[src/hw/rtl/multi_led_blink_controller_assert.svh]
// Assertion macros used by the blink controller RTL.
`ifndef MULTI_LED_BLINK_CONTROLLER_ASSERT_SVH
`define MULTI_LED_BLINK_CONTROLLER_ASSERT_SVH
`ifndef ASSERT_OFF
`define MLB_ASSERT_SAME(lbl, ante, cons) \
  lbl: assert property (@(posedge clk) disable iff (rst) (ante) |-> (cons)) \
    else $error("mlb same-cycle check failed");
`define MLB_ASSERT_NEXT(lbl, ante, cons) \
  lbl: assert property (@(posedge clk) disable iff (rst) (ante) |=> (cons)) \
    else $error("mlb next-cycle check failed");
`else
`define MLB_ASSERT_SAME(lbl, ante, cons)
`define MLB_ASSERT_NEXT(lbl, ante, cons)
`endif
`endif

[src/hw/rtl/mlb_pkg.sv]
// Shared types and constants of the multi-LED blink controller.
`timescale 1ns / 1ps
package mlb_pkg;

  localparam int MLB_MAX_LEDS = 8;

  localparam logic [3:0]  RST_LED_COUNT     = 4'd8;
  localparam logic [15:0] RST_LONG_ON_MS    = 16'd1000;
  localparam logic [15:0] RST_LONG_OFF_MS   = 16'd1000;
  localparam logic [15:0] RST_SHORT_HALF_MS = 16'd200;
  localparam logic [15:0] RST_ERROR_ON_MS   = 16'd100;
  localparam logic [15:0] RST_ERROR_OFF_MS  = 16'd100;
  localparam logic [7:0]  RST_ERROR_FLASHES = 8'd5;

  typedef enum logic [2:0] {
    ACT_ON    = 3'd0,
    ACT_OFF   = 3'd1,
    ACT_LONG  = 3'd2,
    ACT_SHORT = 3'd3,
    ACT_ERROR = 3'd4,
    ACT_TICK  = 3'd5
  } mlb_action_t;

  typedef enum logic [2:0] {
    REG_LED_COUNT     = 3'd0,
    REG_LONG_ON_MS    = 3'd1,
    REG_LONG_OFF_MS   = 3'd2,
    REG_SHORT_HALF_MS = 3'd3,
    REG_ERROR_ON_MS   = 3'd4,
    REG_ERROR_OFF_MS  = 3'd5,
    REG_ERROR_FLASHES = 3'd6
  } mlb_reg_t;

  typedef enum logic [1:0] {
    MODE_OFF   = 2'd0,
    MODE_ON    = 2'd1,
    MODE_BLINK = 2'd2,
    MODE_ERROR = 2'd3
  } mlb_mode_t;

  typedef struct packed {
    logic [3:0]  led_count;
    logic [15:0] long_on_ms;
    logic [15:0] long_off_ms;
    logic [15:0] short_half_ms;
    logic [15:0] error_on_ms;
    logic [15:0] error_off_ms;
    logic [7:0]  error_flashes;
  } mlb_cfg_t;

  // One LED entry of the state memory.
  typedef struct packed {
    mlb_mode_t   mode;
    logic [31:0] last_change;
    logic [15:0] on_period;
    logic [15:0] off_period;
    logic [7:0]  flashes_left;
  } mlb_entry_t;

endpackage

[src/hw/rtl/multi_led_blink_controller.sv]
// An applied command passes through S_CMD and S_FINISH, a tick through S_WALK and S_FINISH;
// an ignored command, an unused code or a tick with no LEDs in use goes straight to S_FINISH.
// A new command or tick is taken only in S_IDLE, after the last result is registered; the walk
// reads and writes back one LED entry of the state memory per cycle.
// Reset (synchronous, rst high): all LEDs off, pins low, registers at their defaults;
// per-entry valid flags make unwritten entries read as off with a zero change time.
`timescale 1ns / 1ps
`include "multi_led_blink_controller_assert.svh"
module multi_led_blink_controller #(
  parameter int MAX_LEDS = mlb_pkg::MLB_MAX_LEDS
) (
  input  logic        clk,
  input  logic        rst,
  input  logic        in_valid,
  output logic        in_ready,
  input  logic [2:0]  action,
  input  logic [2:0]  led_index,
  input  logic [31:0] current_time,
  output logic        out_valid,
  input  logic        out_ready,
  output logic [7:0]  led_outputs,
  output logic        index_ok,
  input  logic        cfg_valid,
  output logic        cfg_ready,
  input  logic [2:0]  cfg_index,
  input  logic [15:0] cfg_data
);
  import mlb_pkg::*;

  localparam int AW    = (MAX_LEDS > 1) ? $clog2(MAX_LEDS) : 1;
  localparam int CNT_W = $clog2(MAX_LEDS + 1);
  localparam int EW    = $bits(mlb_entry_t);

  typedef enum logic [1:0] {S_IDLE, S_CMD, S_WALK, S_FINISH} state_t;

  state_t             state;
  mlb_cfg_t           cfg;
  mlb_action_t        act_q;
  logic [31:0]        now_q;
  logic               ok_q;
  logic [AW-1:0]      cur;
  logic [MAX_LEDS-1:0] pins;
  logic [MAX_LEDS-1:0] entry_valid;
  logic               rd_valid_q;

  logic [CNT_W-1:0]   count;
  logic               accept;
  logic               is_tick;
  logic               cmd_ok;
  logic               walk_last;
  logic               rd_en;
  logic [AW-1:0]      rd_addr;
  logic [EW-1:0]      rd_data;
  logic               wr_en;
  mlb_entry_t         ent_rd;
  mlb_entry_t         ent_cur;
  mlb_entry_t         ent_upd;
  logic               pin_upd;
  logic [31:0]        elapsed;

  mlb_cfg u_cfg (
    .clk       (clk),
    .rst       (rst),
    .cfg_valid (cfg_valid),
    .cfg_ready (cfg_ready),
    .cfg_index (cfg_index),
    .cfg_data  (cfg_data),
    .cfg       (cfg)
  );

  mlb_ram #(
    .DEPTH (MAX_LEDS),
    .AW    (AW),
    .W     (EW)
  ) u_ram (
    .clk     (clk),
    .wr_en   (wr_en),
    .wr_addr (cur),
    .wr_data (ent_upd),
    .rd_en   (rd_en),
    .rd_addr (rd_addr),
    .rd_data (rd_data)
  );

  assign count = (32'(cfg.led_count) > 32'(MAX_LEDS)) ? CNT_W'(MAX_LEDS)
                                                       : CNT_W'(cfg.led_count);

  assign in_ready  = (state == S_IDLE);
  assign accept    = in_valid && in_ready;
  assign is_tick   = (action == ACT_TICK);
  assign cmd_ok    = (action <= ACT_ERROR) && (32'(led_index) < 32'(count));
  assign walk_last = (32'(cur) + 32'd1) >= 32'(count);
  assign wr_en     = (state == S_CMD) || (state == S_WALK);

  always_comb begin
    rd_en   = 1'b0;
    rd_addr = cur;
    case (state)
      S_IDLE: begin
        if (accept && is_tick && (count != '0)) begin
          rd_en   = 1'b1;
          rd_addr = '0;
        end else if (accept && !is_tick && cmd_ok) begin
          rd_en   = 1'b1;
          rd_addr = AW'(led_index);
        end
      end
      S_WALK: begin
        // prefetch the next LED while this one is written back
        if (!walk_last) begin
          rd_en   = 1'b1;
          rd_addr = cur + AW'(1);
        end
      end
      default: ;
    endcase
  end

  assign ent_rd = mlb_entry_t'(rd_data);

  always_comb begin
    ent_cur = ent_rd;
    if (!rd_valid_q) begin
      ent_cur.mode        = MODE_OFF;
      ent_cur.last_change = '0;
    end
  end

  assign elapsed = now_q - ent_cur.last_change;

  always_comb begin
    ent_upd = ent_cur;
    pin_upd = pins[cur];
    if (state == S_CMD) begin
      case (act_q)
        ACT_ON: begin
          pin_upd      = 1'b1;
          ent_upd.mode = MODE_ON;
        end
        ACT_OFF: begin
          pin_upd      = 1'b0;
          ent_upd.mode = MODE_OFF;
        end
        ACT_LONG: begin
          ent_upd.on_period  = cfg.long_on_ms;
          ent_upd.off_period = cfg.long_off_ms;
          ent_upd.mode       = MODE_BLINK;
        end
        ACT_SHORT: begin
          ent_upd.on_period  = cfg.short_half_ms;
          ent_upd.off_period = cfg.short_half_ms;
          ent_upd.mode       = MODE_BLINK;
        end
        default: begin
          ent_upd.on_period    = cfg.error_on_ms;
          ent_upd.off_period   = cfg.error_off_ms;
          ent_upd.flashes_left = cfg.error_flashes;
          ent_upd.mode         = MODE_ERROR;
        end
      endcase
    end else if (ent_cur.mode == MODE_ERROR && ent_cur.flashes_left == '0) begin
      // error blink used up: drop to off without a toggle
      ent_upd.mode = MODE_OFF;
      pin_upd      = 1'b0;
    end else if (ent_cur.mode == MODE_BLINK || ent_cur.mode == MODE_ERROR) begin
      if (pins[cur]) begin
        if (elapsed >= 32'(ent_cur.on_period)) begin
          pin_upd             = 1'b0;
          ent_upd.last_change = now_q;
          if (ent_cur.mode == MODE_ERROR) begin
            ent_upd.flashes_left = ent_cur.flashes_left - 8'd1;
          end
        end
      end else if (elapsed >= 32'(ent_cur.off_period)) begin
        pin_upd             = 1'b1;
        ent_upd.last_change = now_q;
      end
    end
  end

  always_ff @(posedge clk) begin
    if (rst) begin
      state       <= S_IDLE;
      out_valid   <= 1'b0;
      pins        <= '0;
      entry_valid <= '0;
    end else begin
      rd_valid_q <= entry_valid[rd_addr];
      // a new result in S_FINISH replaces the one taken this cycle
      if (out_valid && out_ready && state != S_FINISH) begin
        out_valid <= 1'b0;
      end
      if (wr_en) begin
        pins[cur]        <= pin_upd;
        entry_valid[cur] <= 1'b1;
      end
      case (state)
        S_IDLE: begin
          if (accept) begin
            act_q <= mlb_action_t'(action);
            now_q <= current_time;
            ok_q  <= is_tick || cmd_ok;
            cur   <= is_tick ? '0 : AW'(led_index);
            if (is_tick) begin
              state <= (count == '0) ? S_FINISH : S_WALK;
            end else begin
              state <= cmd_ok ? S_CMD : S_FINISH;
            end
          end
        end
        S_CMD: begin
          state <= S_FINISH;
        end
        S_WALK: begin
          if (walk_last) begin
            state <= S_FINISH;
          end else begin
            cur <= cur + AW'(1);
          end
        end
        S_FINISH: begin
          // hold until the output register is free
          if (!out_valid || out_ready) begin
            out_valid   <= 1'b1;
            led_outputs <= 8'(pins);
            index_ok    <= ok_q;
            state       <= S_IDLE;
          end
        end
        default: state <= S_IDLE;
      endcase
    end
  end

  `MLB_ASSERT_SAME(a_no_same_entry, wr_en && rd_en, rd_addr != cur)
  `MLB_ASSERT_NEXT(a_read_consumed, rd_en, state == S_WALK || state == S_CMD)
  `MLB_ASSERT_NEXT(a_one_item, accept, !in_ready)
  `MLB_ASSERT_SAME(a_walk_in_range, state == S_WALK, 32'(cur) < 32'(count))

endmodule

[src/hw/rtl/mlb_cfg.sv]
// Configuration register file of the blink controller.
`timescale 1ns / 1ps
module mlb_cfg (
  input  logic             clk,
  input  logic             rst,
  input  logic             cfg_valid,
  output logic             cfg_ready,
  input  logic [2:0]       cfg_index,
  input  logic [15:0]      cfg_data,
  output mlb_pkg::mlb_cfg_t cfg
);
  import mlb_pkg::*;

  assign cfg_ready = 1'b1;

  always_ff @(posedge clk) begin
    if (rst) begin
      cfg.led_count     <= RST_LED_COUNT;
      cfg.long_on_ms    <= RST_LONG_ON_MS;
      cfg.long_off_ms   <= RST_LONG_OFF_MS;
      cfg.short_half_ms <= RST_SHORT_HALF_MS;
      cfg.error_on_ms   <= RST_ERROR_ON_MS;
      cfg.error_off_ms  <= RST_ERROR_OFF_MS;
      cfg.error_flashes <= RST_ERROR_FLASHES;
    end else if (cfg_valid && cfg_ready) begin
      case (mlb_reg_t'(cfg_index))
        REG_LED_COUNT:     cfg.led_count     <= cfg_data[3:0];
        REG_LONG_ON_MS:    cfg.long_on_ms    <= cfg_data;
        REG_LONG_OFF_MS:   cfg.long_off_ms   <= cfg_data;
        REG_SHORT_HALF_MS: cfg.short_half_ms <= cfg_data;
        REG_ERROR_ON_MS:   cfg.error_on_ms   <= cfg_data;
        REG_ERROR_OFF_MS:  cfg.error_off_ms  <= cfg_data;
        REG_ERROR_FLASHES: cfg.error_flashes <= cfg_data[7:0];
        default: ;
      endcase
    end
  end

endmodule

[src/hw/rtl/mlb_ram.sv]
// Single-port-write, single-port-read state memory with registered read data.
`timescale 1ns / 1ps
module mlb_ram #(
  parameter int DEPTH = 8,
  parameter int AW    = 3,
  parameter int W     = 74
) (
  input  logic          clk,
  input  logic          wr_en,
  input  logic [AW-1:0] wr_addr,
  input  logic [W-1:0]  wr_data,
  input  logic          rd_en,
  input  logic [AW-1:0] rd_addr,
  output logic [W-1:0]  rd_data
);

  logic [W-1:0] mem [DEPTH];

  always_ff @(posedge clk) begin
    if (wr_en) begin
      mem[wr_addr] <= wr_data;
    end
  end

  always_ff @(posedge clk) begin
    if (rd_en) begin
      rd_data <= mem[rd_addr];
    end
  end

endmodule
[config.mk]
export PLATFORM = sky130hd
export DESIGN_NAME = multi_led_blink_controller
export DESIGN_NICKNAME = d
export VERILOG_FILES = /design/src/hw/rtl/mlb_pkg.sv /design/src/hw/rtl/multi_led_blink_controller.sv /design/src/hw/rtl/mlb_cfg.sv /design/src/hw/rtl/mlb_ram.sv
export VERILOG_INCLUDE_DIRS = /design/src /design/src/hw/rtl
export SDC_FILE = /design/constraint.sdc
export NUM_CORES = 1
export LEC_CHECK = 0
export ABC_AREA = 1
export BUFFER_PORTS_ARGS = -buffer_cell sky130_fd_sc_hd__clkbuf_2
export CORE_ASPECT_RATIO = 0.6
export CORE_MARGIN = 5
export CORE_UTILIZATION = 60
export DETAILED_ROUTE_END_ITERATION = 8
export GPL_TIMING_DRIVEN = 0
export HOLD_SLACK_MARGIN = 0.08
export PLACE_DENSITY = 0.77
export REMOVE_ABC_BUFFERS = 1
export SLEW_MARGIN = 20
export SYNTH_ARGS = -nofsm -noshare
export SYNTH_HDL_FRONTEND = slang
export SYNTH_HIERARCHICAL = 1
export SYNTH_SLANG_ARGS = --single-unit
[constraint.sdc]
create_clock -name clk -period 8.6 [get_ports clk]
set_input_delay 0.86 -clock clk [delete_from_list [all_inputs] [get_ports clk]]
set_output_delay 0.86 -clock clk [all_outputs]
set_load 0.1 [all_outputs]
==> qor.csv <==
stage,metric,value,unit
clock_tree,CTS sink cnt,826,
cells_and_area,layout cell share with drive strength beyond 1,6.674,%
setup_path,"delay-heaviest family, CP",simple AND/OR/NAND/NOR gates,
place,placed cell areas,42650,um^2
synthesis,Yosys Warn Count,6,
place,global placement routability congestion,0.9585,
cells_and_area,Sequential Area,23690,um^2
detailed_routing,Vias,31586,
floorplanning,Die Y,211.6,um
setup_path,crit-path max FO,22,
setup_path,CP startpoint,rd_valid_q,
setup_path,cell mode on critical path,nand2_1,
synthesis,synthesized area,40620,um^2
setup_path,crit end category,register,
place,detailed placement HPWL,72.54,mm
cells_and_area,"most common cell after layout, fill and taps aside",nand2_1,
clock_tree,H-tree levels,3,
global_route,Total GRT Usage,29.47,%
timing,fmax,153.7,MHz
pwr,"Power, Total",18.96,mW
timing,clk_skew,0.02112,ns
pwr,maximum vdd drop,0.4488,mV
clock_tree,clk slew on worst S/H paths,0.07,ns
clock_tree,clock buffer depth,3,
detailed_routing,DRC errors left,0,
setup_path,Critical Path AT,6.83,ns
cells_and_area,most frequent cells in the layout,"nand2_1, inv_1, edfxtp_1, nand3_1, nor2_1",
pwr,leakage power,21.12,nW
timing,Worst-Margin Slew,1.174,ns
setup_path,CP Launch Type,register,
detailed_routing,Vias/cell,5.560,
synthesis,distinct cell type count after synthesis,47,
clock_tree,post-cts sizing count,0,
floorplanning,Die X,345.9,um
timing,final hold violations,0,
clock_tree,TritonCTS Buffers,77,
synthesis,average cell area after synthesis,8.669,um^2
clock_tree,CTS tree,done,
place,Placed Cells,5538,
cells_and_area,area of the multi-input gates,12720,um^2
timing,final worst-path cycle share,75.66,%
clock_tree,CTS Hold Bufs,0,
floorplanning,Top Ports,74,
timing,Sum Neg Setup Slack,0,ns
cells_and_area,fill count,5171,
global_route,largest net degree at the start of global routing,183,
setup_path,reg2reg start,rd_valid_q,
run_status,status,finished clean,
synthesis,post-synthesis sequential area ratio,58.32,%
setup_path,WS Path Type,reg -> reg,
setup_path,worst path cell trace,buf_16 > buf_8 > nand2_1 > ha_1 > nand2_2 > nor2_1 > nand2_1 > nand2_1 > inv_2 > nand2_1 > xor2_1 > ha_1 > a21oi_1 > nor2_1 > nor2_1 > nand2_1 > a21oi_1 > nand3_2 > nand2_1 > nand2_4 > nand2_4 > nand2_1 > o21ai_1 > inv_1,
detailed_routing,Initial DRT Pass Iterations,7,
cells_and_area,post-route insts no fill,5681,
pwr,P per Cell Area,419.0,nW/um^2
floorplanning,Initial Utilization,60.93,%
clock_tree,clock insertion delay at the later pin of the skew report,0.64,ns
detailed_routing,DR iter-0 viols,4274,
global_route,GRT overflow,0,
setup_path,"Req. time, crit path",8.92,ns
worst_hold_path,Min-Delay Path Class,in -> reg,
floorplanning,Rows,73,
cells_and_area,post-route design area,45250,um^2
timing,Max-slew headroom,21.62,%
detailed_routing,overall routed net length,108.8,mm
global_route,first-pass GRT wire length,167.2,mm
synthesis,post-synthesis register bit count,826,
worst_hold_path,hold path start,current_time[27],
synthesis,ys async rst share,0,%
setup_path,"slowest stage delay, CP",0.70,ns
synthesis,Synth Flop Type,edfxtp_1,
global_route,antenna violations before repair,2,
timing,Tmin final,6.506,ns
flow_run,Max Cap Viol,0,
synthesis,"EDFF count, synth",715,
floorplanning,Core ar.,66680,um^2
floorplanning,DIE AREA,73180,um^2
global_route,vias in the first global route,29494,
timing,Final Hold Slack,0.3894,ns
timing,RSZ-0062 raised after global routing,no,
detailed_routing,post-route ant nets,0,
cells_and_area,synthesis-to-finish area growth,11.40,%
timing,Final setup viols,0,
setup_path,CP max stage cell,nand2_1,
place,PortBufs,72,
timing,Pins Over Slew Limit,0,
detailed_routing,WL per Instance,19.15,um
setup_path,worst path buffer plus inverter count,4,
cells_and_area,fin nets,4858,
clock_tree,CTS Root Cell,clkbuf_16,
synthesis,Syn Inst Count,4686,
clock_tree,post-CTS setup buffer count,0,
-- stage by stage --
step	util, %	worst slack [ns]
after detailed placement	63.97	2.255
after global routing	67.87	1.720
after global placement	61.71	-9.892
after CTS	67.86	2.240
after floorplan	-	-1.537
final	67.87	2.094
-- final cells by class --
| type | instances | share of cell area, % |
|---|---|---|
| Antenna cell | 1 | 0.005530 |
| Multi-Input combinational cell | 2780 | 28.11 |
| Clock inverter | 44 | 0.9815 |
| Clock buffer | 98 | 4.758 |
| Inverter | 898 | 7.551 |
| Tap cell | 900 | 2.488 |
| Sequential cell | 826 | 52.35 |
| Timing Repair Buffer | 134 | 3.749 |
-- report_power, final --
| part | internal, mW | switching [mW] |
|---|---|---|
| registers | 5.94 | 0.315 |
| clock network | 2.02 | 1.51 |
| logic | 2.63 | 6.55 |
-- worst reg2reg max path, delay by kind of cell (launching register included) --
kind / cells / cell delay, ns
AND/OR/NAND/NOR: 14 / 2.88
flip-flops: 1 / 0.64
adder cells (fa/ha/maj): 2 / 0.81
AO/OA/AOI/OAI: 3 / 0.75
XOR/XNOR: 1 / 0.43
buffers and inverters: 4 / 0.70
-- final timing paths --
| kind | end | slack [ns] | cells past startpoint |
|---|---|---|---|
| max | u_ram/mem[0][60] | 2.09 | 24 |
| min | now_q[27] | 0.39 | 1 |
| max reg2reg | u_ram/mem[0][60] | 2.09 | 24 |
| min reg2reg | index_ok | 0.43 | 0 |
-- Yosys cell counts (2+ instances only) --
cell | number | area share, %
nand2_1 | 1607 | 15
inv_1 | 883 | 8.2
edfxtp_1 | 715 | 53
nand3_1 | 500 | 6.2
nor2_1 | 299 | 2.8
dfxtp_1 | 111 | 5.5
ha_1 | 78 | 2.4
buf_2 | 74 | 0.91
a21oi_1 | 62 | 0.76
clkbuf_1 | 57 | 0.53
o21ai_0 | 43 | 0.53
buf_4 | 36 | 0.67
o22ai_1 | 29 | 0.45
a221oi_1 | 28 | 0.60
xor2_1 | 16 | 0.34
nand4_1 | 15 | 0.23
o21bai_1 | 12 | 0.22
nor3_1 | 11 | 0.14
o21ai_1 | 11 | 0.14
inv_2 | 9 | 0.083
nand2_2 | 9 | 0.14
buf_1 | 8 | 0.074
nor2_2 | 8 | 0.12
nor2_4 | 8 | 0.22
buf_6 | 7 | 0.19
o211ai_1 | 7 | 0.13
o2111ai_1 | 6 | 0.13
clkinv_1 | 5 | 0.046
nand3b_1 | 5 | 0.092
nand3_2 | 4 | 0.099
and2_1 | 3 | 0.046
nand2_4 | 3 | 0.083
a211oi_1 | 2 | 0.037
a31oi_1 | 2 | 0.031
-- flip-flops by register name, summed over array words and instances (netlist names) --
| register | flops |
|---|---|
| cur | 3 |
| index_ok | 1 |
| entry_valid | 8 |
| out_valid | 1 |
| ok_q | 1 |
| u_cfg/cfg | 92 |
| led_outputs | 8 |
| state | 2 |
| act_q | 3 |
| pins | 8 |
| u_ram/rd_data | 74 |
| now_q | 32 |
| u_ram/mem | 592 |
| rd_valid_q | 1 |
-- layer usage --
metal / global-route usage, % / wire length (um) / vias to the layer above
met5: 0 / 0 / -
met4: 8.573 / 2970 / 0
met1: 43.95 / 46420 / 14694
met2: 43.47 / 45880 / 1788
li1: - / - / 14848
met3: 7.118 / 13530 / 256
-- cells by family (layout without fill, tap and decap cells) --
group / count (synthesis) / count (layout) / synth area share (%)
AND/OR/NAND/NOR: 2476 / 2476 / 25.04
buffers and inverters: 1080 / 1174 / 10.68
flip-flops: 826 / 826 / 58.32
AO/OA/AOI/OAI: 207 / 207 / 3.132
adder cells (fa/ha/maj): 79 / 79 / 2.452
XOR/XNOR: 17 / 17 / 0.3665
other: 1 / 2 / 0.009231
(Power assumes the default switching activity.)
